<file path="src/hw/rtl/pbq_pkg.sv">
// Shared types, constants and small helper functions of the point batch quantizer.
// Used by pbq_bounds, pbq_div and point_batch_quantizer; depends on nothing.
`timescale 1ns / 1ps
`default_nettype none
package pbq_pkg;

    localparam int COORD_W   = 32;
    localparam int CODE_BITS = 30;
    localparam int PLANE_W   = 10;
    localparam int COLOR_W   = 24;
    localparam int TOTAL_W   = 11;
    localparam int CHAN_W    = 16;

    localparam logic [CODE_BITS-1:0] CODE_MAX = {CODE_BITS{1'b1}};

    localparam logic signed [COORD_W-1:0] COORD_MAX = {1'b0, {(COORD_W-1){1'b1}}};
    localparam logic signed [COORD_W-1:0] COORD_MIN = {1'b1, {(COORD_W-1){1'b0}}};

    localparam logic FUNC_BOUND  = 1'b0;
    localparam logic FUNC_ENCODE = 1'b1;

    localparam logic KIND_POINT = 1'b0;
    localparam logic KIND_DESC  = 1'b1;

    typedef logic signed [COORD_W-1:0] coord_t;

    typedef struct packed {
        coord_t x;
        coord_t y;
        coord_t z;
    } axes_t;

    typedef struct packed {
        axes_t low;
        axes_t high;
    } box_t;

    // 16-bit channel to 8 bits: keep small values, otherwise take the high byte
    function automatic logic [7:0] reduce_channel(input logic [CHAN_W-1:0] c);
        logic [7:0] r;
        if (c[15:8] == 8'd0) begin
            r = c[7:0];
        end else begin
            r = c[15:8];
        end
        return r;
    endfunction

endpackage
`default_nettype wire

</file>
<file path="src/hw/rtl/point_batch_quantizer.sv">
// Top level of the point batch quantizer: handshake, sequencer, output register.
// Instantiates pbq_bounds and three pbq_div units; depends on pbq_pkg.
//
//   channel | ports   | direction | beat carries
//   --------+---------+-----------+---------------------------------------------
//   input   | s_*     | in        | pass select, raw x/y/z, 16-bit color, last
//   result  | m_*     | out       | point codes and color, or batch descriptor
//
// A bound beat without last leaves the input ready. A bound beat marked last moves to the
// emit state, which loads the descriptor into the output register once it is free; the
// input waits until then. An encode beat holds the input: the accepting edge loads the
// per-axis differences, the prepare state classifies the range, the 30 divider steps shift
// in one quotient bit per axis, and the emit state loads the output register once free.
// Reset (aresetn low, synchronous) empties the output register and sets the box to its
// empty state. A stalled result waits in the output register while the next beat is taken;
// a finished result waits in the core, input blocked, until the register is free.
`timescale 1ns / 1ps
`default_nettype none
module point_batch_quantizer #(
    parameter int BATCH_POINTS = 1024
) (
    input  wire logic                               aclk,
    input  wire logic                               aresetn,

    input  wire logic                               s_valid,
    output logic                                    s_ready,
    input  wire logic                               s_func,
    input  wire logic signed [pbq_pkg::COORD_W-1:0] s_raw_x,
    input  wire logic signed [pbq_pkg::COORD_W-1:0] s_raw_y,
    input  wire logic signed [pbq_pkg::COORD_W-1:0] s_raw_z,
    input  wire logic [pbq_pkg::CHAN_W-1:0]         s_red_in,
    input  wire logic [pbq_pkg::CHAN_W-1:0]         s_green_in,
    input  wire logic [pbq_pkg::CHAN_W-1:0]         s_blue_in,
    input  wire logic                               s_last,

    output logic                                    m_valid,
    input  wire logic                               m_ready,
    output logic                                    m_kind,
    output logic [pbq_pkg::CODE_BITS-1:0]           m_code_coarse,
    output logic [pbq_pkg::CODE_BITS-1:0]           m_code_mid,
    output logic [pbq_pkg::CODE_BITS-1:0]           m_code_fine,
    output logic [pbq_pkg::COLOR_W-1:0]             m_color,
    output logic signed [pbq_pkg::COORD_W-1:0]      m_min_x,
    output logic signed [pbq_pkg::COORD_W-1:0]      m_min_y,
    output logic signed [pbq_pkg::COORD_W-1:0]      m_min_z,
    output logic signed [pbq_pkg::COORD_W-1:0]      m_max_x,
    output logic signed [pbq_pkg::COORD_W-1:0]      m_max_y,
    output logic signed [pbq_pkg::COORD_W-1:0]      m_max_z,
    output logic [pbq_pkg::TOTAL_W-1:0]             m_point_total
);

    localparam int STEP_W = $clog2(pbq_pkg::CODE_BITS);
    localparam logic [STEP_W-1:0] LAST_STEP = STEP_W'(pbq_pkg::CODE_BITS - 1);
    localparam int PW = pbq_pkg::PLANE_W;

    typedef enum logic [3:0] {
        ST_IDLE = 4'b0001,
        ST_PREP = 4'b0010,
        ST_STEP = 4'b0100,
        ST_EMIT = 4'b1000
    } state_t;

    state_t state_reg, state_next;

    logic                          accept, bound_acc, encode_acc;
    logic                          out_free, out_load;
    logic [STEP_W-1:0]             step_reg, step_next;
    logic                          kind_reg, kind_next;
    logic [pbq_pkg::COLOR_W-1:0]   color_reg;
    logic                          m_valid_reg, m_valid_next;

    pbq_pkg::axes_t                pt;
    pbq_pkg::box_t                 box;
    logic [pbq_pkg::TOTAL_W-1:0]   total;
    logic [pbq_pkg::CODE_BITS-1:0] qx, qy, qz;

    assign accept     = s_valid && s_ready;
    assign bound_acc  = accept && (s_func == pbq_pkg::FUNC_BOUND);
    assign encode_acc = accept && (s_func == pbq_pkg::FUNC_ENCODE);
    assign pt         = '{s_raw_x, s_raw_y, s_raw_z};

    pbq_bounds #(
        .BATCH_POINTS(BATCH_POINTS)
    ) u_bounds (
        .aclk   (aclk),
        .aresetn(aresetn),
        .upd    (bound_acc),
        .last   (s_last),
        .pt     (pt),
        .box    (box),
        .total  (total)
    );

    // Encode uses whatever box is held, finished or still open.
    pbq_div u_div_x (
        .aclk(aclk), .load(encode_acc), .prep(state_reg == ST_PREP),
        .step(state_reg == ST_STEP), .v(s_raw_x), .lo(box.low.x), .hi(box.high.x),
        .code(qx)
    );

    pbq_div u_div_y (
        .aclk(aclk), .load(encode_acc), .prep(state_reg == ST_PREP),
        .step(state_reg == ST_STEP), .v(s_raw_y), .lo(box.low.y), .hi(box.high.y),
        .code(qy)
    );

    pbq_div u_div_z (
        .aclk(aclk), .load(encode_acc), .prep(state_reg == ST_PREP),
        .step(state_reg == ST_STEP), .v(s_raw_z), .lo(box.low.z), .hi(box.high.z),
        .code(qz)
    );

    // Output register is free when empty or being drained this cycle.
    assign out_free = !m_valid_reg || m_ready;
    assign out_load = (state_reg == ST_EMIT) && out_free;
    assign s_ready  = (state_reg == ST_IDLE);

    always_comb begin
        state_next = state_reg;
        step_next  = step_reg;
        kind_next  = kind_reg;
        unique case (state_reg)
            ST_IDLE: begin
                if (encode_acc) begin
                    kind_next  = pbq_pkg::KIND_POINT;
                    state_next = ST_PREP;
                end else if (bound_acc && s_last) begin
                    // descriptor reads the box once it has taken this beat
                    kind_next  = pbq_pkg::KIND_DESC;
                    state_next = ST_EMIT;
                end
            end
            ST_PREP: begin
                step_next  = '0;
                state_next = ST_STEP;
            end
            ST_STEP: begin
                step_next = step_reg + STEP_W'(1);
                if (step_reg == LAST_STEP) begin
                    state_next = ST_EMIT;
                end
            end
            ST_EMIT: begin
                if (out_free) begin
                    state_next = ST_IDLE;
                end
            end
            default: begin
                state_next = ST_IDLE;
            end
        endcase
    end

    always_comb begin
        m_valid_next = m_valid_reg;
        if (out_load) begin
            m_valid_next = 1'b1;
        end else if (m_ready) begin
            m_valid_next = 1'b0;
        end
    end

    always_ff @(posedge aclk) begin
        if (!aresetn) begin
            state_reg   <= ST_IDLE;
            m_valid_reg <= 1'b0;
        end else begin
            state_reg   <= state_next;
            m_valid_reg <= m_valid_next;
        end
    end

    // Sequencer payload: step count, result kind, reduced color.
    always_ff @(posedge aclk) begin
        step_reg <= step_next;
        kind_reg <= kind_next;
        if (encode_acc) begin
            color_reg <= {pbq_pkg::reduce_channel(s_blue_in),
                          pbq_pkg::reduce_channel(s_green_in),
                          pbq_pkg::reduce_channel(s_red_in)};
        end
    end

    // Output register: load the finished result, zero the fields it does not use.
    always_ff @(posedge aclk) begin
        if (out_load) begin
            m_kind <= kind_reg;
            if (kind_reg == pbq_pkg::KIND_DESC) begin
                m_code_coarse <= '0;
                m_code_mid    <= '0;
                m_code_fine   <= '0;
                m_color       <= '0;
                m_min_x       <= box.low.x;
                m_min_y       <= box.low.y;
                m_min_z       <= box.low.z;
                m_max_x       <= box.high.x;
                m_max_y       <= box.high.y;
                m_max_z       <= box.high.z;
                m_point_total <= total;
            end else begin
                m_code_coarse <= {qz[3*PW-1:2*PW], qy[3*PW-1:2*PW], qx[3*PW-1:2*PW]};
                m_code_mid    <= {qz[2*PW-1:PW], qy[2*PW-1:PW], qx[2*PW-1:PW]};
                m_code_fine   <= {qz[PW-1:0], qy[PW-1:0], qx[PW-1:0]};
                m_color       <= color_reg;
                m_min_x       <= '0;
                m_min_y       <= '0;
                m_min_z       <= '0;
                m_max_x       <= '0;
                m_max_y       <= '0;
                m_max_z       <= '0;
                m_point_total <= '0;
            end
        end
    end

    assign m_valid = m_valid_reg;

endmodule
`default_nettype wire

</file>
<file path="src/hw/rtl/pbq_bounds.sv">
// Bounding box tracker: per-axis minimum and maximum plus saturating point count.
// Depends on pbq_pkg.
`timescale 1ns / 1ps
`default_nettype none
module pbq_bounds #(
    parameter int BATCH_POINTS = 1024
) (
    input  wire logic                          aclk,
    input  wire logic                          aresetn,
    input  wire logic                          upd,
    input  wire logic                          last,
    input  wire pbq_pkg::axes_t                pt,
    output pbq_pkg::box_t                      box,
    output logic [pbq_pkg::TOTAL_W-1:0]        total
);

    localparam int CNT_W = $clog2(BATCH_POINTS + 1);
    localparam logic [CNT_W-1:0] BATCH_CNT = CNT_W'(BATCH_POINTS);

    pbq_pkg::box_t    box_reg, box_next;
    logic [CNT_W-1:0] cnt_reg, cnt_next;
    logic             closed_reg, closed_next;
    logic [CNT_W+pbq_pkg::TOTAL_W-1:0] cnt_wide;

    always_comb begin
        box_next    = box_reg;
        cnt_next    = cnt_reg;
        closed_next = closed_reg;
        if (upd) begin
            if (closed_reg) begin
                // first point of a new pass replaces the old box
                box_next.low  = pt;
                box_next.high = pt;
                cnt_next      = CNT_W'(1);
            end else begin
                if ($signed(pt.x) < $signed(box_reg.low.x))  box_next.low.x  = pt.x;
                if ($signed(pt.y) < $signed(box_reg.low.y))  box_next.low.y  = pt.y;
                if ($signed(pt.z) < $signed(box_reg.low.z))  box_next.low.z  = pt.z;
                if ($signed(pt.x) > $signed(box_reg.high.x)) box_next.high.x = pt.x;
                if ($signed(pt.y) > $signed(box_reg.high.y)) box_next.high.y = pt.y;
                if ($signed(pt.z) > $signed(box_reg.high.z)) box_next.high.z = pt.z;
                if (cnt_reg < BATCH_CNT) begin
                    cnt_next = cnt_reg + CNT_W'(1);
                end
            end
            closed_next = last;
        end
    end

    always_ff @(posedge aclk) begin
        if (!aresetn) begin
            box_reg.low  <= '{pbq_pkg::COORD_MAX, pbq_pkg::COORD_MAX, pbq_pkg::COORD_MAX};
            box_reg.high <= '{pbq_pkg::COORD_MIN, pbq_pkg::COORD_MIN, pbq_pkg::COORD_MIN};
            cnt_reg      <= '0;
            closed_reg   <= 1'b1;
        end else begin
            box_reg    <= box_next;
            cnt_reg    <= cnt_next;
            closed_reg <= closed_next;
        end
    end

    assign cnt_wide = {{pbq_pkg::TOTAL_W{1'b0}}, cnt_reg};
    assign box      = box_reg;
    assign total    = cnt_wide[pbq_pkg::TOTAL_W-1:0];

endmodule
`default_nettype wire

</file>
<file path="src/hw/rtl/pbq_div.sv">
// Bit-serial restoring divider for one axis: code = floor((v-lo)*2^30/(hi-lo)).
// One quotient bit per step; depends on pbq_pkg.
`timescale 1ns / 1ps
`default_nettype none
module pbq_div (
    input  wire logic                            aclk,
    input  wire logic                            load,
    input  wire logic                            prep,
    input  wire logic                            step,
    input  wire pbq_pkg::coord_t                 v,
    input  wire pbq_pkg::coord_t                 lo,
    input  wire pbq_pkg::coord_t                 hi,
    output logic [pbq_pkg::CODE_BITS-1:0]        code
);

    localparam int W = pbq_pkg::COORD_W;

    logic [W:0]                      dif, span;
    logic [W-1:0]                    rem_reg, rem_next;
    logic [W-1:0]                    span_reg;
    logic                            sneg_reg, dneg_reg;
    logic                            zero_reg, sat_reg;
    logic [pbq_pkg::CODE_BITS-1:0]   quo_reg;
    logic [W:0]                      r2, r2_sub;
    logic                            ge;

    assign dif  = {v[W-1], v} - {lo[W-1], lo};
    assign span = {hi[W-1], hi} - {lo[W-1], lo};

    assign r2     = {rem_reg, 1'b0};
    assign r2_sub = r2 - {1'b0, span_reg};
    assign ge     = (r2 >= {1'b0, span_reg});
    assign rem_next = ge ? r2_sub[W-1:0] : r2[W-1:0];

    always_ff @(posedge aclk) begin
        if (load) begin
            rem_reg  <= dif[W-1:0];
            span_reg <= span[W-1:0];
            sneg_reg <= span[W];
            dneg_reg <= dif[W];
        end else if (prep) begin
            // empty or inverted span and below-range values code as zero;
            // at or above the top of the range the code saturates
            zero_reg <= sneg_reg || (span_reg == '0) || dneg_reg;
            sat_reg  <= (rem_reg >= span_reg);
        end else if (step) begin
            rem_reg <= rem_next;
            quo_reg <= {quo_reg[pbq_pkg::CODE_BITS-2:0], ge};
        end
    end

    always_comb begin
        if (zero_reg) begin
            code = '0;
        end else if (sat_reg) begin
            code = pbq_pkg::CODE_MAX;
        end else begin
            code = quo_reg;
        end
    end

endmodule
`default_nettype wire
</file>
<file path="config.mk">
export PLATFORM = sky130hd
export DESIGN_NAME = point_batch_quantizer
export DESIGN_NICKNAME = d
export VERILOG_FILES = /design/src/hw/rtl/pbq_pkg.sv /design/src/hw/rtl/point_batch_quantizer.sv /design/src/hw/rtl/pbq_bounds.sv /design/src/hw/rtl/pbq_div.sv
export SDC_FILE = /design/constraint.sdc
export NUM_CORES = 2
export LEC_CHECK = 0
export BUFFER_PORTS_ARGS = -buffer_cell sky130_fd_sc_hd__buf_2
export CAP_MARGIN = 20
export CORE_MARGIN = 2
export CORE_UTILIZATION = 30
export DETAILED_ROUTE_END_ITERATION = 8
export PLACE_DENSITY = 0.56
export SLEW_MARGIN = 20
export SYNTH_ARGS = -nofsm -noshare
export SYNTH_HDL_FRONTEND = slang
export SYNTH_SLANG_ARGS = --single-unit
</file>
<file path="constraint.sdc">
create_clock -name aclk -period 18.3 [get_ports aclk]
set_input_delay 0.915 -clock aclk [delete_from_list [all_inputs] [get_ports aclk]]
set_output_delay 0.915 -clock aclk [all_outputs]
set_load 0.02 [all_outputs]
</file>
* Word-level counts from Yosys, hierarchy flattened
Cells that the tools add are included.
** Word-level totals
- Input port bits :: 150
- Logic and storage cells :: 169
- Output and inout bits :: 320
- Register bits :: 851
** Cells by class
- Equal/unequal tests :: 9
- Add/subtract/negate cells :: 11
- Bitwise gates (word level) :: 3
- Reductions and logical operators :: 45
- Multiplexer cells :: 36
- Magnitude comparators :: 13
** Operators with widths (number)
- $mux 32 :: 18
- $sub 32x32->33 :: 6
- $mux 192 :: 1
- $ge 33x32->1 :: 3
- $ge 32x32->1 :: 3
- $gt 32x32->1 :: 3
- $logic_not 32->1 :: 3
- $lt 32x32->1 :: 3
- $sub 32x32->32 :: 3
- $mux 30 :: 3
- $logic_not 8->1 :: 3
- $mux 8 :: 3
- $mux 11 :: 2
- $reduce_bool 2->1 :: 11
- $reduce_and 2->1 :: 10
- $mux 4 :: 4
- $pmux 4 s4 :: 1
- $add 11x1->11 const B :: 1
- $lt 11x11->1 const B :: 1
- $pmux 5 s2 :: 1
- $logic_or 1x1->1 :: 7
- $ne 2x2->1 const B :: 3
- $reduce_and 3->1 :: 2
- $reduce_or 2->1 :: 3
- 11 further kinds :: 19

* Longest topological paths before layout
- Word-level depth :: 7
- Depth in mapped cells :: 15
- Depth with buffers taken out :: 14

* Cells and area by module
Synthesis repeated with hierarchy kept, for this count alone.
** Second synthesis, totals
- Cell total of the unflattened synthesis :: 6002
- Area total of the unflattened synthesis :: 57983.1 um2
** By module, submodules not included
- pbq_div (u_div_x ...) :: cells an instance 1085, sequential area each 2942.8 um2, area an instance 9620.5 um2, instances 2
- pbq_bounds :: cells an instance 1946, sequential area each 4083.9 um2, area an instance 15857.7 um2, instances 1
- point_batch_quantizer :: cells an instance 781, sequential area each 10550.1 um2, area an instance 13225.2 um2, instances 1
- pbq_div (u_div_z) :: cells an instance 1105, sequential area each 2942.8 um2, area an instance 9659.3 um2, instances 1

* Worst setup path before layout
Ideal clock, no wire load.
- Kind :: input to register
- Start :: input port m_ready
- End :: register m_code_coarse[0] in the netlist's numbering (enable)
- Data required time :: 17260 ps
- Stages on the path :: 2
- Library setup time :: 1040 ps
- Setup slack :: 2292 ps
- Arrival :: 14968 ps
- Path buffers :: 0
- Cell sequence :: nand2b_1 -> nor2b_1
** On the way
- Longest elaborated chain between the ends :: 2
** Ends and longest elaborated chain
- start: declaration :: RTL line point_batch_quantizer.sv:37 : input wire logic m_ready,
- $logic_or 1x1->1 :: RTL line point_batch_quantizer.sv:114 : assign out_free = !m_valid_reg || m_ready;
- $logic_and 1x1->1 :: RTL line point_batch_quantizer.sv:115 : assign out_load = (state_reg == ST_EMIT) && out_free;
- end signal: assignment :: RTL line point_batch_quantizer.sv:201 : m_code_coarse <= {qz[3*PW-1:2*PW], qy[3*PW-1:2*PW], qx[3*PW-1:2*PW]};
- end: declaration :: RTL line point_batch_quantizer.sv:39 : output logic [pbq_pkg::CODE_BITS-1:0] m_code_coarse,
No other way between the ends.
A chain may end at the register's enable or synchronous reset.

* Worst setup path in the final report
- Start :: register u_bounds.box_reg (netlist bit u_bounds.box[161])
- End :: register u_div_x.span_reg[31] (data pin)
** On the way
- Longest elaborated chain between the ends :: 1
** Ends and longest elaborated chain
- start: declaration :: RTL line pbq_bounds.sv:20 : pbq_pkg::box_t box_reg, box_next;
- start signal: assignment :: RTL line pbq_bounds.sv:57 : box_reg <= box_next;
- $sub 32x32->33 :: RTL line pbq_div.sv:28 : assign span = {hi[W-1], hi} - {lo[W-1], lo};
- via u_div_x.span[31] :: RTL line pbq_div.sv:18 : logic [W:0] dif, span;
- end signal: assignment :: RTL line pbq_div.sv:38 : span_reg <= span[W-1:0];
- end: declaration :: RTL line pbq_div.sv:20 : logic [W-1:0] span_reg;
The timed path passes the listed nets, and every way through them passes these cells.

==> results.toml <==
[clock_tree]
path_clk_slew_ns = 0.06
cts_resized = 0
cts_tree = "built"
cts_made_buffers = 100
clock_sink_count = 851
cts_hold_buf = 0
cts_setup_buffers = 0
root_buffer = "clkbuf_16"
cts_max_path_buffers = 3
htreeDepth = 3
clk_latency_ns = 0.74

[timing]
max_freq_mhz = 231
rsz0062_at_grt = "false"
fin_crit_sh = 0.237
report.final.slew_viol_count = 0
clock_skew_ns = 0.0484
min_period_ns = 4.34
finalSetupTns_ns = 0
maxSlewHeadroom = 0.267
finalHoldViolCount = 0
finalSetupViolations = 0
worst_pin_slew_ns = 1.10

[worst_setup_path]
critPathMaxFanout = 4
arrival_ns = 4.78
slowest_delay_ns = 0.52
crit_required_ns = 18.74
crit_chain = "inv_1 > ha_1 > nor2b_1 > o31a_1 > o31ai_1 > a21oi_1 > and4_1 > o21ai_0 > a31oi_1 > a31oi_1 > o21ai_0 > a21oi_1 > xnor2_1"
crit_path_end_kind = "flip-flop"
crit_buf_inv = 1
cpMaxStageDelayCell = "o21ai_0"
path_class = "flip-flop to flip-flop"
crit_family = "compound AO/OA/AOI/OAI gates"
cp-start-kind = "flip-flop"

[place]
dpl.cell_count = 7355
portBuffers = 469
dpl.hpwl_mm = 107
routabilityCongestion = 0.865

[pwr]
p_leak_uw = 0.0248
powerDensity_nw_per_um2 = 127
ir_worst_vdd_mv = 0.0680

[synth]
async_flop_share = 0
avgSynthCellArea_um2 = 10.5
synth_ff_type = "edfxtp_1"
ys_warn_count = 0
synth_enable_flop_cells = 642
synth-seq-area-share = 0.466
ys_seq_elements = 851
syn-num-nets = 5440
synth_cell_types = 86
netlist_instances = 4795
synth_area_um2 = 50400

[global_routing]
grt_max_degree = 113
grt_pass1_wl_mm = 217
grt-ovfl-total = 0
first_global_vias = 37300
antenna_found_initial = 23
grt_use_total = 0.163

[cells_and_area]
areaGrowthSynthToFinish_pct = 16.2
largest_reg_flops = 192
seq_area_um2 = 23500
layout_commonest_cell = "edfxtp_1"
multi_input_area_um2 = 25000
fill_cells = 16900
drive_gt1_frac = 0.132
stdcell_count = 7544
mostFrequentLayoutCells = "edfxtp_1 (642), ha_1 (486), buf_2 (468)"
fin_nets = 5898

[run_status]
status = "finished, final reports clean"

[floorplanning]
row_count = 150
ioPinCount = 470
fp.coreArea_um2 = 167000
dieArea_um2 = 171000
initial_utilization = 0.302
die_w_um = 414
die_h_um = 414

[routing]
via_per_inst = 4.99
drcViolationCount = 0
vias = 37600
wirelength_mm = 143
drt_iter0_markers = 2219
postRouteAntennaNets = 0
firstDrtPassIters = 6
routedWlPerCell_um = 18.9

[hold_path]
hp-class = "primary input to flip-flop"

[flow_run]
drv_cap = 0
## power breakdown
group	switching (uW)	internal (uW)
combinational	1670	1110
sequential	170	2460
clock	867	1130
## metrics by stage
step	setup slack [ns]	total power, uW	area [um^2]	hold slack, ns	utilization
2_1_floorplan	2.29	4740	50400	0.428	-
3_3_place_gp	13.53	5410	55300	0.432	0.331
3_5_place_dp	13.56	5450	55300	0.437	0.331
4_1_cts	13.97	7500	58500	0.343	0.350
5_1_grt	13.67	7940	58500	0.398	0.350
6_report	13.96	7420	58500	0.427	0.350
## synthesized netlist by cell type, drive strengths merged (11+ instances only)
master / instances / area [um^2]
edfxtp: 642 / 19300
ha: 486 / 6080
inv: 371 / 1390
a21oi: 343 / 1720
nand2: 245 / 920
a21o: 243 / 1820
and2: 229 / 1430
dfxtp: 209 / 4180
nor2: 203 / 762
o21ai: 193 / 966
nor2b: 183 / 1140
o21a: 131 / 983
clkbuf: 125 / 469
xnor2: 124 / 1090
xor2: 124 / 1090
mux2i: 114 / 1140
o211ai: 114 / 856
nand4: 78 / 488
a211oi: 70 / 526
nand2b: 69 / 432
nand3: 57 / 285
nor3: 53 / 265
a31oi: 44 / 282
nor4: 41 / 257
and3: 32 / 205
o21bai: 27 / 203
buf: 23 / 130
a21boi: 19 / 143
or2: 18 / 113
or3: 18 / 113
o31ai: 15 / 118
a211o: 13 / 114
a221oi: 11 / 103
## layer usage
metal	track usage	part of all wire
met1	0.211	0.45
met2	0.272	0.47
met5	0	0.00053
met4	0.0587	0.032
met3	0.0257	0.047
## area by class of cell
cell class,instances,area share
Clock inverter,59,0.00968
Inverter,371,0.0240
Multi-Input combinational cell,3425,0.428
Tap cell,2204,0.0471
Clock buffer,128,0.0460
Timing Repair Buffer,504,0.0447
Sequential cell,851,0.401
Antenna cell,2,0.0000855
## final timing paths
path,start,endpoint,slack [ns],cells after the start
worst max-delay path,u_bounds.box[161]$_SDFFE_PN1P_,u_div_x.span_reg[31]$_DFFE_PP_,13.96,13
worst min-delay path,s_raw_x[0],u_bounds.box[160]$_SDFFE_PN1P_,0.43,3
worst max register to register,u_bounds.box[161]$_SDFFE_PN1P_,u_div_x.span_reg[31]$_DFFE_PP_,13.96,13
worst min register to register,u_div_y.quo_reg[4]$_DFFE_PP_,u_div_y.quo_reg[5]$_DFFE_PP_,0.45,0
## kinds of logic after synthesis
group,share of synthesized area
buf+inv,0.0395
mux,0.0229
flops,0.466
compound gates,0.174
xor+xnor,0.0431
simple gates,0.131
fa+ha+maj,0.124
## tightest hold or removal path, delay by kind of cell
family,cells,cell delay [ns]
mux,1,0.06
buf+inv,1,0.09
simple gates,1,0.06
Power figures use the tool's default switching activity.
